--- src/design/rve_pkg.sv ---
// Shared widths, register indexes and reset values for the range velocity estimator.
// No dependencies.
`timescale 1ns / 1ps
`default_nettype none

package rve_pkg;

  localparam int SAMPLE_W   = 24;
  localparam int THRESH_W   = 24;
  localparam int RATE_W     = 10;
  localparam int OFS_W      = 25;
  localparam int ADJ_W      = 26;
  localparam int DIFF_W     = 27;
  localparam int PROD_W     = DIFF_W + RATE_W + 1;
  localparam int VEL_W      = 34;
  localparam int CFG_IDX_W  = 2;
  localparam int CFG_DATA_W = 24;

  localparam int WINDOW_DEFAULT = 78;

  localparam logic [CFG_IDX_W-1:0] REG_MAX_DISTANCE   = 2'd0;
  localparam logic [CFG_IDX_W-1:0] REG_JUMP_THRESHOLD = 2'd1;
  localparam logic [CFG_IDX_W-1:0] REG_SAMPLE_RATE    = 2'd2;

  localparam logic [SAMPLE_W-1:0] MAX_DISTANCE_RST   = 24'd5242880;
  localparam logic [THRESH_W-1:0] JUMP_THRESHOLD_RST = 24'd9830;
  localparam logic [RATE_W-1:0]   SAMPLE_RATE_RST    = 10'd75;

  localparam logic signed [OFS_W-1:0] OFS_MAX = {1'b0, {(OFS_W-1){1'b1}}};
  localparam logic signed [OFS_W-1:0] OFS_MIN = {1'b1, {(OFS_W-1){1'b0}}};
  localparam logic signed [VEL_W-1:0] VEL_MAX = {1'b0, {(VEL_W-1){1'b1}}};
  localparam logic signed [VEL_W-1:0] VEL_MIN = {1'b1, {(VEL_W-1){1'b0}}};

endpackage

`default_nettype wire

--- src/design/rve_ram.sv ---
// Generic simple dual-port RAM, one write and one registered read per cycle.
// Depends on rve_pkg for default sizes.
`timescale 1ns / 1ps
`default_nettype none

module rve_ram #(
  parameter int WIDTH = rve_pkg::VEL_W,
  parameter int DEPTH = rve_pkg::WINDOW_DEFAULT,
  localparam int ADDR_W = $clog2(DEPTH)
) (
  input  wire logic              clk,
  input  wire logic              we,
  input  wire logic [ADDR_W-1:0] waddr,
  input  wire logic [WIDTH-1:0]  wdata,
  input  wire logic              re,
  input  wire logic [ADDR_W-1:0] raddr,
  output logic      [WIDTH-1:0]  rdata
);

  logic [WIDTH-1:0] mem [DEPTH];

  always_ff @(posedge clk) begin
    if (we) begin
      mem[waddr] <= wdata;
    end
    if (re) begin
      rdata <= mem[raddr];
    end
  end

endmodule

`default_nettype wire

--- config.mk ---
export PLATFORM = sky130hd
export DESIGN_NAME = rve_ram
export DESIGN_NICKNAME = d
export VERILOG_FILES = /design/src/design/rve_pkg.sv /design/src/design/rve_ram.sv
export SDC_FILE = /design/constraint.sdc
export NUM_CORES = 2
export LEC_CHECK = 0
export BUFFER_PORTS_ARGS = -buffer_cell sky130_fd_sc_hd__buf_2
export CORE_MARGIN = 1.5
export CORE_UTILIZATION = 65
export CTS_CLUSTER_DIAMETER = 200
export DETAILED_ROUTE_END_ITERATION = 8
export GPL_ROUTABILITY_DRIVEN = 0
export GPL_TIMING_DRIVEN = 1
export HOLD_SLACK_MARGIN = 0.03
export PLACE_DENSITY = 0.82
export SLEW_MARGIN = 20
export SYNTH_ARGS = -nofsm -noshare
export SYNTH_HDL_FRONTEND = slang
export SYNTH_SLANG_ARGS = --single-unit
--- constraint.sdc ---
create_clock -name clk -period 9.3 [get_ports clk]
set_input_delay 1.86 -clock clk [delete_from_list [all_inputs] [get_ports clk]]
set_output_delay 1.86 -clock clk [all_outputs]
set_load 0.02 [all_outputs]
==> results.rst <==
.. list-table::
   :header-rows: 1

   * - Metric
     - Value
   * - Run status
     - completed
   * - Logic depth of the worst setup path including buffers
     - 7
   * - Met1 routing resource usage after global routing
     - a little over half
   * - Total of hold buffers inserted after clock tree synthesis
     - 0
   * - Hold Path Class
     - reg -> reg
   * - First-pass GRT wire length
     - between 400000 and 500000 um
   * - Final setup fails
     - 0
   * - # rows
     - ~140
   * - Final period util
     - between 50 and 60%
   * - Routed WL
     - approximately 330000 um
   * - RSZ-0062 raised after global routing
     - no
   * - Reported net switching power
     - 5810 uW
   * - Final ANT Viol Nets
     - 0
   * - CP Launch Type
     - primary input
   * - Length in cells of the worst reg-to-reg path
     - 5
   * - Register area share after synthesis
     - approximately four fifths
   * - Via count of the routed design
     - between 50000 and 60000
   * - Worst skew pair latency
     - around 0.9 ns
   * - Vias/cell
     - ~8.3
   * - Max incr delay on CP
     - 0.83 ns
   * - Average instance area after synthesis
     - around 24 um^2
   * - Count of buffers added by post-CTS timing repair for setup
     - 0
   * - Leakage Power
     - approximately 0.035 uW
   * - Maximum capacitance violations
     - 0
   * - Synthesis-to-finish area growth
     - 11.6%
   * - Worst setup slack before clock tree synthesis
     - between 3 and 4 ns
   * - Clock-pin slew on the worst setup and hold paths
     - 0.07 ns
   * - Destination of the worst register-to-register timing path
     - rdata[4]
   * - Register-to-Register Setup Slack
     - 6.32 ns
   * - CP max FO
     - 83
   * - Net count of the mapped netlist
     - approximately 4300
   * - Cell area after technology mapping
     - 0.102 mm^2
   * - Endpoint of the worst hold path
     - rdata[17]
   * - Final Hold Viols
     - 0
   * - Largest clock skew in the final design
     - 0.0471 ns
   * - Worst path required time
     - slightly below 10 ns
   * - Wire length per cell after detailed routing
     - between 40 and 50 um
   * - CTS HTree Levels
     - 4
   * - Setup tns final
     - 0 ns
   * - Most used standard cells in the synthesized netlist
     - sky130_fd_sc_hd__edfxtp_1, sky130_fd_sc_hd__mux4_2, sky130_fd_sc_hd__o22ai_1
   * - Tightest slew margin relative to the limit
     - between 9 and 10%
   * - WHS
     - slightly below 1 ns
   * - Proportion of total power due to net switching
     - about 23%
   * - Pin count of the biggest net entering global routing
     - between 100 and 150
   * - Die Height
     - 399 um
   * - Relative contribution of the clock network to total power
     - 41.7%
   * - Timing-limited maximum frequency
     - around 180 MHz
   * - Initial Utilization
     - roughly two thirds
   * - Cells traversed along the worst timing path
     - buf_8, buf_4, buf_4, mux4_2, mux4_2, o22ai_1, nor2_1
   * - WS Path Type
     - in -> reg
   * - Power density normalized to cell area
     - 222 mW/mm^2
   * - Critical path data arrival time
     - between 6 and 7 ns
   * - Number of top-level design ports
     - between 80 and 90
   * - Number of enable-type register cells in the synthesized netlist
     - ~2700
   * - TritonCTS Buffers
     - about 230
   * - Antenna violations before repair
     - 34
   * - Share of flip-flops with an asynchronous set or reset
     - 0%
   * - Area of the placeable core
     - between 0.15 and 0.2 mm^2
   * - Number of global-route vias before repair
     - approximately 55000
   * - Number of fill cells in the layout
     - between 7000 and 8000
   * - Global-route layer with the greatest usage
     - met2
   * - Worst Max-Slew Pin Slew
     - 1.34 ns
   * - Netlist cell types
     - between 40 and 50
   * - Final Max Tran Viols
     - 0
   * - M3 GR Usage
     - 16.4%
   * - Power share of the sequential group
     - a little over half
   * - CP endpoint kind
     - flip-flop
   * - Synth Warn #
     - 0
   * - Main synth FF type
     - sky130_fd_sc_hd__edfxtp_1
   * - CP max-delay cell
     - sky130_fd_sc_hd__o22ai_1
   * - Area of the multi-input gates
     - between 0.02 and 0.025 mm^2
   * - CTS tree
     - built
   * - IO buf count
     - 84
   * - Combined buffer and inverter count along the critical path
     - 3
   * - Share of post-route cells with drive strength above 1
     - 31.7%
   * - Flop and latch count out of synthesis
     - ~2700
   * - Clock Root Buffer
     - sky130_fd_sc_hd__clkbuf_16
   * - Cells after Synth
     - 4206
   * - Die W
     - ~400 um
   * - Area of the die
     - approximately 0.16 mm^2
   * - Half-perimeter wire length after placement
     - ~140000 um
   * - Delay-heaviest family, CP
     - buffers and inverters
   * - Met2 GRT Util
     - 64.2%
   * - First DRT Iteration DRCs
     - around 13000
   * - GRT Overall Usage
     - 43.1%
   * - Hold wc startpoint
     - mem[16][17]
   * - Area share of the leading cell type in the synthesized netlist
     - 79.3%
   * - Largest cells by area after synthesis
     - sky130_fd_sc_hd__edfxtp_1, sky130_fd_sc_hd__mux4_2, sky130_fd_sc_hd__o22ai_1
   * - Most numerous cell in the Yosys netlist
     - sky130_fd_sc_hd__edfxtp_1
   * - Worst Slack Setup Final
     - 3.82 ns
   * - Pre-Repair DR Iteration Count
     - 7
   * - Minimum clock period after layout
     - 5.48 ns
   * - Nets
     - roughly 4500
   * - Cell count of the worst hold path
     - 4
   * - Worst vdd rail ir drop
     - between 0.0002 and 0.00025 V
   * - Cell taking the most area after synthesis
     - sky130_fd_sc_hd__edfxtp_1
   * - Drt drc
     - 0
   * - Cell-internal power
     - a little under 20000 uW
   * - Total power consumption of the routed design
     - 25200 uW
   * - Max Buffers Root-to-Sink
     - 3
   * - Grt ovf
     - 0
   * - CTS sink cnt
     - 2686
   * - FF+latch area
     - ~0.08 mm^2
   * - Portion of total power attributed to combinational logic
     - just over 5%
   * - Number of resized instances in the post-cts repair step
     - 0
   * - R2R Path Start
     - mem[56][4]
worst reg2reg max path: cells and delay by family (launching register included):
family / cells / cell delay [ns]
simple gates: 1 / 0.25
compound gates: 3 / 1.34
flops: 1 / 0.51
mux: 1 / 0.58
layout make-up:
class / count / share of cell area (%)
sequential: 2686 / 71.1
multi-input combinational: 1298 / 18.1
clock buffer: 276 / 5.37
tap: 2044 / 2.25
timing repair buffer: 245 / 1.58
clock inverter: 162 / 1.56
antenna: 16 / 0.0353
inverter: 1 / 0.00331
placed cells by master (no fill, tap or decap), types with 17 or more instances in the layout:
master                       synthesis  routed
sky130_fd_sc_hd__nand2_1            31      30
sky130_fd_sc_hd__buf_2              88      80
sky130_fd_sc_hd__clkinv_2            0      56
sky130_fd_sc_hd__mux2_2             57      57
sky130_fd_sc_hd__clkinvlp_4          0      18
sky130_fd_sc_hd__mux2i_1            38      38
sky130_fd_sc_hd__mux4_2            713     713
sky130_fd_sc_hd__o22ai_1           164     161
sky130_fd_sc_hd__nor2b_1            23      22
sky130_fd_sc_hd__bufinv_16           0      33
sky130_fd_sc_hd__nor2_4              0      74
sky130_fd_sc_hd__clkbuf_16           0     238
sky130_fd_sc_hd__clkbuf_1           70      38
sky130_fd_sc_hd__nor2_1            117      43
sky130_fd_sc_hd__nor4_2              0      17
sky130_fd_sc_hd__buf_4              33     150
sky130_fd_sc_hd__edfxtp_1         2686    2686
sky130_fd_sc_hd__clkinv_1            0      42
registers in the layout, indices dropped and copies added, names as in the netlist:
register,count
rdata,34
mem,2652
cells by family after synthesis:
kind of cell	count (synthesis)	synth area share, %
compound gates	239	1.57
buf+inv	222	1.15
flops	2686	79.3
mux	808	16.8
simple gates	251	1.18
per-layer routing:
| metal | up-vias | share of wire, % |
|---|---|---|
| li1 | 18753 | - |
| met4 | 26 | 8.5 |
| met5 | - | 0.064 |
| met3 | 1752 | 18 |
| met1 | 27530 | 28 |
| met2 | 7572 | 45 |
metrics by stage:
step           util [%]  instances  cell area, um^2
6_report           73.3       6728           113000
5_1_grt            73.3       6713           113000
4_1_cts            73.3       6708           113000
3_5_place_dp       68.2       6270           106000
3_3_place_gp       68.1       6268           105000
2_1_floorplan         -       4206           102000
how the worst max path moves through the flow:
stage / startpoint / endpoint
2_1_floorplan: waddr[5] / mem[49][0]
3_3_place_gp: raddr[0] / rdata[7]
3_5_place_dp: raddr[1] / rdata[3]
4_1_cts: raddr[1] / rdata[10]
5_1_grt: raddr[1] / rdata[10]
6_report: raddr[1] / rdata[10]
power groups by stage:
stage / Combinational (uW) / Clock [uW] / Sequential, uW
2_1_floorplan: 615 / 0 / 13700
3_3_place_gp: 1110 / 0 / 13700
3_5_place_dp: 1150 / 0 / 13700
4_1_cts: 1220 / 10400 / 13400
5_1_grt: 1290 / 10800 / 13400
6_report: 1300 / 10500 / 13400
(Power assumes the default switching activity.)
