**src/design/rve_pkg.sv**
```systemverilog
// Shared widths, register indexes and reset values for the range velocity estimator.
// No dependencies.
`timescale 1ns / 1ps
`default_nettype none

package rve_pkg;

  localparam int SAMPLE_W   = 24;
  localparam int THRESH_W   = 24;
  localparam int RATE_W     = 10;
  localparam int OFS_W      = 25;
  localparam int ADJ_W      = 26;
  localparam int DIFF_W     = 27;
  localparam int PROD_W     = DIFF_W + RATE_W + 1;
  localparam int VEL_W      = 34;
  localparam int CFG_IDX_W  = 2;
  localparam int CFG_DATA_W = 24;

  localparam int WINDOW_DEFAULT = 78;

  localparam logic [CFG_IDX_W-1:0] REG_MAX_DISTANCE   = 2'd0;
  localparam logic [CFG_IDX_W-1:0] REG_JUMP_THRESHOLD = 2'd1;
  localparam logic [CFG_IDX_W-1:0] REG_SAMPLE_RATE    = 2'd2;

  localparam logic [SAMPLE_W-1:0] MAX_DISTANCE_RST   = 24'd5242880;
  localparam logic [THRESH_W-1:0] JUMP_THRESHOLD_RST = 24'd9830;
  localparam logic [RATE_W-1:0]   SAMPLE_RATE_RST    = 10'd75;

  localparam logic signed [OFS_W-1:0] OFS_MAX = {1'b0, {(OFS_W-1){1'b1}}};
  localparam logic signed [OFS_W-1:0] OFS_MIN = {1'b1, {(OFS_W-1){1'b0}}};
  localparam logic signed [VEL_W-1:0] VEL_MAX = {1'b0, {(VEL_W-1){1'b1}}};
  localparam logic signed [VEL_W-1:0] VEL_MIN = {1'b1, {(VEL_W-1){1'b0}}};

endpackage

`default_nettype wire

```
**src/design/rve_div.sv**
```systemverilog
// Pipelined division of the signed window sum by WINDOW through a constant reciprocal,
// truncated toward zero; four stages. Depends on rve_pkg.
`timescale 1ns / 1ps
`default_nettype none

module rve_div #(
  parameter int WINDOW = rve_pkg::WINDOW_DEFAULT,
  localparam int SUM_W = rve_pkg::VEL_W + $clog2(WINDOW),
  localparam int Q_W = rve_pkg::VEL_W
) (
  input  wire logic                    clk,
  input  wire logic                    rst,
  input  wire logic                    en,
  input  wire logic                    in_valid,
  input  wire logic signed [SUM_W-1:0] in_sum,
  output logic                         out_valid,
  output logic signed [Q_W-1:0]        out_quotient
);

  // quotient = (|sum| * ceil(2^SHIFT / WINDOW)) >> SHIFT, exact for |sum| < 2^SUM_W
  localparam int LOG_W = $clog2(WINDOW);
  localparam int SHIFT = SUM_W + LOG_W;
  localparam int REC_W = SUM_W + 1;
  localparam int ML    = SUM_W / 2;
  localparam int MH    = SUM_W - ML;
  localparam int RL    = REC_W / 2;
  localparam int RH    = REC_W - RL;
  localparam int PW    = SUM_W + REC_W;
  localparam logic [63:0] RECIP64 =
    ((64'd1 << SHIFT) + 64'(WINDOW) - 64'd1) / 64'(WINDOW);
  localparam logic [REC_W-1:0] RECIP = RECIP64[REC_W-1:0];

  logic                    v1;
  logic                    v2;
  logic                    v3;
  logic                    v4;
  logic signed [SUM_W-1:0] sum1;
  logic [SUM_W-1:0]        mag2;
  logic                    neg2;
  logic                    neg3;
  logic                    neg4;
  logic [ML+RL-1:0]        pp_ll;
  logic [ML+RH-1:0]        pp_lh;
  logic [MH+RL-1:0]        pp_hl;
  logic [MH+RH-1:0]        pp_hh;
  logic [PW-1:0]           prod;
  logic [Q_W-1:0]          quo4;

  always_ff @(posedge clk) begin
    if (rst) begin
      v1 <= 1'b0;
      v2 <= 1'b0;
      v3 <= 1'b0;
      v4 <= 1'b0;
    end else if (en) begin
      v1 <= in_valid;
      v2 <= v1;
      v3 <= v2;
      v4 <= v3;
    end
    if (en) begin
      sum1  <= in_sum;
      mag2  <= sum1[SUM_W-1] ? SUM_W'(-sum1) : SUM_W'(sum1);
      neg2  <= sum1[SUM_W-1];
      pp_ll <= (ML+RL)'(mag2[ML-1:0]) * (ML+RL)'(RECIP[RL-1:0]);
      pp_lh <= (ML+RH)'(mag2[ML-1:0]) * (ML+RH)'(RECIP[REC_W-1:RL]);
      pp_hl <= (MH+RL)'(mag2[SUM_W-1:ML]) * (MH+RL)'(RECIP[RL-1:0]);
      pp_hh <= (MH+RH)'(mag2[SUM_W-1:ML]) * (MH+RH)'(RECIP[REC_W-1:RL]);
      neg3  <= neg2;
      quo4  <= prod[SHIFT+Q_W-1:SHIFT];
      neg4  <= neg3;
    end
  end

  assign prod = (PW'(pp_hh) << (ML + RL)) + (PW'(pp_hl) << ML) +
                (PW'(pp_lh) << RL) + PW'(pp_ll);

  assign out_valid    = v4;
  assign out_quotient = neg4 ? $signed(-quo4) : $signed(quo4);

endmodule

`default_nettype wire

```
**config.mk**
```make
export PLATFORM = sky130hd
export DESIGN_NAME = rve_div
export DESIGN_NICKNAME = d
export VERILOG_FILES = /design/src/design/rve_pkg.sv /design/src/design/rve_div.sv
export SDC_FILE = /design/constraint.sdc
export NUM_CORES = 1
export LEC_CHECK = 0
export ABC_AREA = 0
export BUFFER_PORTS_ARGS = -buffer_cell sky130_fd_sc_hd__buf_4
export CORE_MARGIN = 5
export CORE_UTILIZATION = 60
export DETAILED_ROUTE_END_ITERATION = 16
export PLACE_DENSITY = 0.79
export SYNTH_ARGS = -nofsm -noshare
export SYNTH_HDL_FRONTEND = slang
export SYNTH_SLANG_ARGS = --single-unit
```
**constraint.sdc**
```tcl
create_clock -name clk -period 6.4 [get_ports clk]
set_input_delay 0.64 -clock clk [delete_from_list [all_inputs] [get_ports clk]]
set_output_delay 0.64 -clock clk [all_outputs]
set_load 0.02 [all_outputs]
```
==> results.py, run 1 <==
metrics = {
    "synthesis": {
        "synth_top_area_share": 0.249,
        "synthCells": 2993,
        "syn_nets": 3851,
        "synth_area_sq_um": 30400,
        "synthArstFlopShare": 0,
        "ys_top_cells_by_area": "edfxtp_1, ha_1, fa_1",
        "ys_types": 78,
        "synth_enable_flop_cells": 252,
        "ys_seq_area_frac": 0.251,
        "synth-seq-cells": 256,
        "ys.warnings.count": 0,
        "yosysTopAreaCell": "edfxtp_1",
        "syn_area_per_cell_sq_um": 10.2,
        "dominantRegCellSynth": "edfxtp_1",
    },
    "routing": {
        "wirelength_mm": 74.7,
        "postRouteAntennaNets": 0,
        "first_pass_iters": 5,
        "drcViolationCount": 0,
        "drt_iter0_markers": 1823,
        "post_drt_wl_per_cell_microns": 19.7,
        "num_vias": 21600,
        "viasPerCell": 5.70,
    },
    "worst_setup_path": {
        "worst_r2r_path_depth": 18,
        "cp_slowest_stage_delay_ns": 0.66,
        "critPathBufInv": 5,
        "arrival_ns": 6.46,
        "crit_top_cell": "inv_1",
        "worst-path-max-fanout": 8,
        "crit_chain": "ha_1 -> xor2_1 -> ha_1 -> fa_1 -> inv_1 -> fa_1 -> inv_1 -> fa_1 -> inv_1 -> fa_1 -> inv_1 -> ha_1 -> inv_1 -> a211oi_1 -> a31oi_1 -> o21ai_1 -> nor2_1 -> o311a_1",
        "crit_required_ns": 6.72,
        "slowest_stage": "o21ai_1",
        "setup.worst_path.class": "reg2reg",
        "crit_cells": 18,
        "crit_family": "adder cells",
        "critPathCaptureType": "flop",
        "crit_path_start_kind": "flop",
    },
    "timing": {
        "period_share": 0.958,
        "skew_ns": 0.0137,
        "fmax_mhz": 163,
        "finalHoldViolations": 0,
        "tightest_slew_ns": 1.33,
        "rsz0062_at_grt": "no",
        "fin_crit_ns": 6.13,
        "slew_headroom": 0.112,
        "setup_viol": 0,
        "tns_ns": 0,
        "report.final.slew_viol_count": 0,
    },
    "die": {
        "rows": 82,
        "die_area_sq_um": 55300,
        "die_w_microns": 235,
        "die_y_microns": 235,
        "initial_core_util": 0.606,
        "core_area_sq_um": 50200,
        "io_pins": 80,
    },
    "global_routing": {
        "grt_usage": 0.269,
        "antenna_found_initial": 2,
        "grt_pass1_vias": 21900,
        "gr-total-overflow": 0,
        "grt_max_degree": 169,
        "grt_pass1_wl_mm": 120,
    },
    "place": {
        "hpwl_mm": 63.4,
        "gp_congestion": 0.974,
        "port_buffers": 79,
    },
    "outcome": {
        "status": "complete, no violations",
    },
    "clock_network": {
        "clock_latency_ns": 0.57,
        "clk_path_buf_depth": 3,
        "tritoncts": "done",
        "cts.clk_slew.worst_paths_ns": 0.07,
        "cts_inserted_buffers": 30,
        "root_buffer": "clkbuf_16",
        "cts_hold_buffers": 0,
        "cts_max_level": 1,
        "cts.sinks": 256,
    },
    "hold_path": {
        "min_path_type": "in2reg",
        "hold_depth": 1,
    },
    "final_layout": {
        "fin_util": 0.657,
        "diodes": 0,
        "drive_gt1_frac": 0.0601,
        "regArea_sq_um": 7650,
        "multi_input_area_sq_um": 19800,
        "nNetsFinal": 3948,
        "fill_cells": 3953,
        "area_delta_synth_final_pct": 8.41,
    },
    "flow_run": {
        "drv_cap": 0,
    },
}
cells in the mapped netlist, types with 15 or more instances:
| master | count |
|---|---|
| nand2_1 | 115 |
| clkbuf_1 | 44 |
| a21o_1 | 68 |
| nand3_1 | 36 |
| and3_1 | 35 |
| o211ai_1 | 15 |
| nor3_1 | 29 |
| xor2_1 | 52 |
| o21ai_0 | 91 |
| o21bai_1 | 20 |
| a31oi_1 | 20 |
| ha_1 | 511 |
| inv_1 | 762 |
| a21oi_1 | 130 |
| nor2b_1 | 18 |
| a211oi_1 | 19 |
| edfxtp_1 | 252 |
| nor2_1 | 65 |
| o21a_1 | 15 |
| fa_1 | 302 |
| o31ai_1 | 22 |
| xnor2_1 | 149 |
| nand4_1 | 17 |
placed cells by master (no fill, tap or decap), drive strengths merged, types with 9 or more instances in the layout:
| cell | n |
|---|---|
| o41ai | 12 |
| o2111ai | 9 |
| o21bai | 20 |
| fa | 302 |
| buf | 114 |
| o21a | 15 |
| nand2b | 14 |
| o31ai | 25 |
| nand3 | 36 |
| o211ai | 15 |
| a31oi | 20 |
| mux2i | 9 |
| edfxtp | 252 |
| nor2b | 18 |
| and3 | 35 |
| nor4 | 12 |
| and2 | 14 |
| xnor2 | 149 |
| or3 | 12 |
| a211oi | 19 |
| inv | 764 |
| nand2 | 115 |
| or4 | 16 |
| ha | 511 |
| o21ai | 104 |
| xor2 | 52 |
| a21o | 68 |
| clkbuf | 34 |
| a21oi | 130 |
| nand4 | 17 |
| nor2 | 65 |
| nor3 | 29 |
| clkinv | 15 |
cell type report:
cell class | instances | share of cell area
Clock buffer | 34 | 0.0232
Clock inverter | 22 | 0.00683
Inverter | 762 | 0.0867
Multi-Input combinational cell | 1926 | 0.599
Sequential cell | 256 | 0.232
Tap cell | 672 | 0.0255
Timing Repair Buffer | 114 | 0.0266
per-stage QoR:
step	hold WS (ns)	setup WS (ns)	cells	instance area, sq um
after floorplan	0.400	0.588	2993	30400
after global placement	0.404	0.254	3719	31900
after detailed placement	0.406	0.125	3719	31900
after CTS	0.215	0.103	3775	32900
after global routing	0.224	0.00467	3786	33000
final	0.246	0.267	3786	33000
sequential cells by signal, summed over array words and instances, names as in the netlist:
register / flops
neg2: 1
pp_hl: 37
mag2: 41
neg3: 1
v1: 1
neg4: 1
out_valid: 1
quo4: 34
pp_hh: 39
pp_lh: 39
sum1: 41
v2: 1
pp_ll: 18
v3: 1
cell families (layout without fill, tap and decap cells):
kind of cell | count (synthesis) | in the layout | synth area share
adder cells (fa/ha/maj) | 813 | 813 | 0.409
buffers and inverters | 811 | 932 | 0.100
AO/OA/AOI/OAI | 492 | 492 | 0.106
AND/OR/NAND/NOR | 411 | 411 | 0.0722
flip-flops | 256 | 256 | 0.251
XOR/XNOR | 201 | 201 | 0.0579
multiplexers | 9 | 9 | 0.00296
final timing paths:
path | from | to | slack, ns
setup / recovery | mag2[21] | pp_hl[32] | 0.27
hold / removal | in_sum[35] | sum1[35] | 0.25
setup reg to reg | mag2[21] | pp_hl[32] | 0.27
hold reg to reg | neg3 | neg4 | 0.43
what timing repair did:
action	in CTS	in global routing
resized for setup	0	9
setup endpoints to repair	0	27
buffers inserted	0	11
routing by layer:
layer | global-route usage | share of wire | vias to the layer above | wire, microns
met4 | 0.0510 | 0.024 | 2 | 1820
met3 | 0.0293 | 0.061 | 118 | 4580
met5 | 0 | 0.000094 | - | 7
met2 | 0.436 | 0.46 | 738 | 34200
met1 | 0.401 | 0.46 | 10600 | 34100
li1 | - | - | 10200 | -
Power of run 1 is not shown: default switching activity piles up to over one toggle a cycle in this logic, so the estimate is an artifact.
==> inputs of run 2 (changes only) <==
- BUFFER_PORTS_ARGS: -buffer_cell sky130_fd_sc_hd__buf_4 -> default
- DONT_BUFFER_PORTS: default -> 1
- PLACE_DENSITY: 0.79 -> 0.78
==> run 2 against run 1 <==
- sequential share of layout area is 0.46 points higher
- clock skew is 0.00066 ns higher
- count of clock-buffer cells in the layout is 3 lower
- wire length is 0.88% lower
- sequential cell count stayed put
- setup slack better by 0.022 ns
- register-to-register slack better by 0.02 ns
- worst hold slack worse by 0.12 ns
==> results.py, run 2 (synthesis results as in run 1) <==
metrics = {
    "die": {
        "die_area_sq_um": 55300,
        "core_area_sq_um": 50200,
        "die_y_microns": 235,
        "die_w_microns": 235,
        "io_pins": 80,
        "rows": 82,
        "initial_core_util": 0.606,
    },
    "final_layout": {
        "fill_cells": 3942,
        "nNetsFinal": 3866,
        "reg_top3": "mag2 x41, sum1 x41",
        "final_cell_mix": "inv_1, ha_1, fa_1",
        "drive_gt1_frac": 0.0340,
        "area_delta_synth_final_pct": 6.31,
        "design_area_sq_um": 32300,
        "final_common_cell": "inv_1",
    },
    "worst_setup_path": {
        "crit_family": "adder cells",
        "worst-path-max-fanout": 7,
        "crit_required_ns": 6.73,
        "crit_chain": "ha_1 -> fa_1 -> fa_1 -> inv_1 -> fa_1 -> inv_1 -> fa_1 -> inv_1 -> fa_1 -> inv_1 -> ha_1 -> and4_1 -> a41oi_1 -> nand2b_1 -> o2111ai_1 -> a21oi_1 -> o21ai_2 -> a41oi_1 -> xnor2_1",
        "setup.worst_path.class": "reg2reg",
        "crit_top_cell": "fa_1",
        "critPathBufInv": 4,
        "cp_slowest_stage_delay_ns": 0.60,
        "crit_path_start_kind": "flop",
        "arrival_ns": 6.45,
        "slowest_stage": "fa_1",
        "critPathCaptureType": "flop",
    },
    "clock_network": {
        "cts_max_level": 1,
        "cts.clk_slew.worst_paths_ns": 0.06,
        "tritoncts": "done",
        "cts.sinks": 256,
        "clk_path_buf_depth": 3,
        "root_buffer": "clkbuf_16",
        "cts_hold_buffers": 0,
        "cts_inserted_buffers": 29,
        "clock_latency_ns": 0.59,
    },
    "timing": {
        "tightest_slew_ns": 1.15,
        "report.final.slew_viol_count": 0,
        "fmax_mhz": 164,
        "fin_crit_ns": 6.11,
        "fin_ws_ns": 0.289,
        "setup_viol": 0,
        "skew_ns": 0.0143,
        "period_share": 0.955,
        "finalHoldViolations": 0,
        "slew_headroom": 0.213,
    },
    "routing": {
        "post_drt_wl_per_cell_microns": 20.0,
        "drcViolationCount": 0,
        "wirelength_mm": 74.0,
        "num_vias": 21300,
        "postRouteAntennaNets": 0,
        "first_pass_iters": 6,
        "viasPerCell": 5.75,
        "drt_iter0_markers": 1588,
    },
    "place": {
        "port_buffers": 0,
        "dpl-instance-area_sq_um": 31300,
        "gp_congestion": 0.982,
        "dp_slack_ns": 0.0773,
        "hpwl_mm": 62.9,
    },
    "flow_run": {
        "drv_cap": 0,
    },
    "hold_path": {
        "min_path_type": "in2reg",
    },
    "outcome": {
        "status": "complete, no violations",
    },
    "global_routing": {
        "gr-total-overflow": 0,
        "grt_pass1_vias": 22200,
        "grt_usage": 0.267,
        "grt_pass1_wl_mm": 119,
        "antenna_found_initial": 0,
        "grt_max_degree": 257,
    },
}
run 2: cell types whose count changed in the layout (fill, tap and decap cells not counted), sizes merged:
| cell | previous run | this run |
|---|---|---|
| clkbuf | 34 | 31 |
| bufinv | 3 | 5 |
| inv | 764 | 765 |
| diode | 0 | 1 |
| clkinvlp | 2 | 3 |
| clkinv | 15 | 11 |
| buf | 114 | 33 |
run 2: final cells by class:
class / instances / area [sq um] / share of cell area
Tap cell: 672 / 841 / 0.0260
Sequential cell: 256 / 7650 / 0.236
Clock buffer: 31 / 733 / 0.0227
Clock inverter: 22 / 262 / 0.00809
Inverter: 762 / 2860 / 0.0884
Antenna cell: 1 / 2.50 / 0.0000774
Timing Repair Buffer: 33 / 248 / 0.00766
Multi-Input combinational cell: 1926 / 19700 / 0.611
run 2: final timing paths:
check	slack, ns	endpoint	depth (start not counted)	from
worst max-delay path	0.29	pp_lh[33]	19	mag2[7]
worst min-delay path	0.13	v3	1	rst
worst max register to register	0.29	pp_lh[33]	19	mag2[7]
worst min register to register	0.43	neg4	0	neg3
run 2: worst reg2reg max path: stages (launching register included):
cell and delay [ns]:
edfxtp_1 0.50, ha_1 0.38, fa_1 0.52, fa_1 0.54
inv_1 0.07, fa_1 0.60, inv_1 0.08, fa_1 0.54
inv_1 0.06, fa_1 0.54, inv_1 0.05, ha_1 0.38
and4_1 0.26, a41oi_1 0.32, nand2b_1 0.19, o2111ai_1 0.12
a21oi_1 0.19, o21ai_2 0.14, a41oi_1 0.29, xnor2_1 0.09
run 2: through the flow:
stage	setup TNS, ns	cells	hold slack (ns)	util
final	0	3703	0.126	0.645
after global routing	-0.000359	3702	0.117	0.645
after CTS	0	3700	0.115	0.644
after detailed placement	0	3647	0.420	0.624
after global placement	0	3647	0.402	0.624
after floorplan	0	2993	0.400	-
run 2: repair_timing:
item / 4_1_cts / 5_1_grt
buffers inserted: 0 / 2
setup endpoints to repair: 0 / 13
gates resized for setup: 0 / 7
run 2: layer usage:
| metal | vias up | global-route usage | wire length, microns |
|---|---|---|---|
| met4 | 0 | 0.0605 | 2010 |
| li1 | 10000 | - | - |
| met3 | 119 | 0.0407 | 5000 |
| met1 | 10400 | 0.383 | 33000 |
| met2 | 744 | 0.435 | 34000 |
| met5 | - | 0 | 0 |
Power of run 2 is left out for the same reason.
==> inputs of run 3 (changes only) <==
- CTS_BUF_LIST: default -> sky130_fd_sc_hd__clkbuf_8
==> run 3 against run 2 <==
- utilization decreased by 0.16 points
- fmax increased by 0.56%
- die area unchanged
- clock skew increased by 0.017 ns
- non-clock buffer count unchanged
- setup slack improved by 0.034 ns
- register-to-register slack improved by 0.03 ns
- final area decreased by 0.26%
- via count increased by 0.39%
- wire length increased by 0.80%
- critical path type unchanged
- critical endpoint is now pp_ll[34]
==> results.py, run 3 (synthesis results as in run 1) <==
metrics = {
    "outcome": {
        "status": "complete, no violations",
    },
    "flow_run": {
        "drv_cap": 0,
    },
    "die": {
        "io_pins": 80,
        "die_y_microns": 235,
        "die_area_sq_um": 55300,
        "initial_core_util": 0.606,
        "core_area_sq_um": 50200,
        "die_w_microns": 235,
        "rows": 82,
    },
    "timing": {
        "rsz0062_at_grt": "no",
        "period_share": 0.949,
        "tns_ns": 0,
        "skew_ns": 0.0318,
        "fmax_mhz": 165,
        "finalHoldViolations": 0,
        "slew_headroom": 0.166,
        "report.final.slew_viol_count": 0,
        "tightest_slew_ns": 1.22,
        "setup_viol": 0,
        "fin_crit_ns": 6.08,
    },
    "worst_setup_path": {
        "arrival_ns": 6.43,
        "crit_chain": "ha_1 -> fa_1 -> fa_1 -> inv_1 -> fa_1 -> inv_1 -> fa_1 -> inv_1 -> fa_1 -> inv_1 -> ha_1 -> a21oi_1 -> o21ai_1 -> a211oi_1 -> o31ai_1 -> a21bo_2 -> a21oi_1 -> o21ai_0 -> xor2_1",
        "crit_top_cell": "fa_1",
        "crit_required_ns": 6.75,
        "cp_slowest_stage_delay_ns": 0.55,
        "slowest_stage": "fa_1",
        "crit_cells": 19,
        "worst-path-max-fanout": 4,
        "worst_r2r_path_depth": 19,
        "critPathCaptureType": "flop",
        "crit_family": "adder cells",
        "crit_path_start_kind": "flop",
        "setup.worst_path.class": "reg2reg",
        "critPathBufInv": 4,
    },
    "global_routing": {
        "grt_usage": 0.270,
        "grt_pass1_wl_mm": 120,
        "antenna_found_initial": 0,
        "gr-total-overflow": 0,
        "grt_max_degree": 257,
        "grt_pass1_vias": 22300,
    },
    "routing": {
        "post_drt_wl_per_cell_microns": 20.0,
        "num_vias": 21400,
        "drt_iter0_markers": 1599,
        "wirelength_mm": 74.6,
        "postRouteAntennaNets": 0,
        "drcViolationCount": 0,
        "viasPerCell": 5.73,
        "first_pass_iters": 6,
    },
    "clock_network": {
        "cts.clk_slew.worst_paths_ns": 0.06,
        "cts.sinks": 256,
        "clock_latency_ns": 0.63,
        "root_buffer": "clkbuf_8",
        "cts_max_level": 2,
        "cts_inserted_buffers": 46,
        "tritoncts": "done",
        "cts_hold_buffers": 0,
        "clk_path_buf_depth": 3,
    },
    "place": {
        "gp_congestion": 0.982,
        "port_buffers": 0,
        "hpwl_mm": 62.9,
    },
    "final_layout": {
        "multi_input_area_sq_um": 19700,
        "final_common_cell": "inv_1",
        "final_cell_mix": "inv_1, ha_1, fa_1",
        "area_delta_synth_final_pct": 6.04,
        "reg_top3": "mag2 x41, sum1 x41",
        "drive_gt1_frac": 0.0415,
        "fill_cells": 3961,
        "regArea_sq_um": 7650,
        "nNetsFinal": 3883,
    },
    "hold_path": {
        "hold_depth": 1,
        "min_path_type": "in2reg",
    },
}
-- run 3: cell types whose count changed in the layout (fill, tap and decap cells not counted), sizes merged --
cell / previous run / this run
bufinv: 5 / 2
clkbuf: 31 / 48
clkinv: 11 / 20
clkinvlp: 3 / 6
diode: 1 / 2
inv: 765 / 771
-- run 3: path summary, 6_finish.rpt --
path | start | end | slack [ns]
max | mag2[3] | pp_ll[34] | 0.32
max reg2reg | mag2[3] | pp_ll[34] | 0.32
min | rst | v3 | 0.10
min reg2reg | neg3 | neg4 | 0.43
-- run 3: repair_timing --
action                                 4_1_cts  5_1_grt
resized for setup                            0        7
endpoints found under the hold margin        0        0
buffers inserted                             0        2
setup endpoints to repair                    0       15
-- run 3: final cells by class --
class                   instances  area share
diodes                          2    0.000155
clock buffers                  48      0.0205
clock inverters                37     0.00772
inverters                     762      0.0887
multi-input cells            1926       0.612
flip-flops and latches        256       0.237
well taps                     672      0.0261
repair buffers                 33     0.00768
-- run 3: through the flow --
stage / hold slack, ns / util / setup slack (ns) / instances / instance area (sq um)
after floorplan: 0.400 / - / 0.588 / 2993 / 30400
after global routing: 0.0678 / 0.643 / 0.0123 / 3734 / 32300
final: 0.102 / 0.643 / 0.323 / 3736 / 32300
after detailed placement: 0.420 / 0.624 / 0.0773 / 3647 / 31300
after CTS: 0.0479 / 0.642 / 0.0573 / 3732 / 32200
after global placement: 0.402 / 0.624 / 0.262 / 3647 / 31300
-- run 3: routing by layer --
metal | wire length, microns | vias to the layer above | GRT usage
met3 | 4760 | 120 | 0.0438
met4 | 1960 | 0 | 0.0713
li1 | - | 10100 | -
met1 | 33400 | 10500 | 0.385
met5 | 0 | - | 0
met2 | 34400 | 702 | 0.435
Power of run 3 is left out for the same reason.
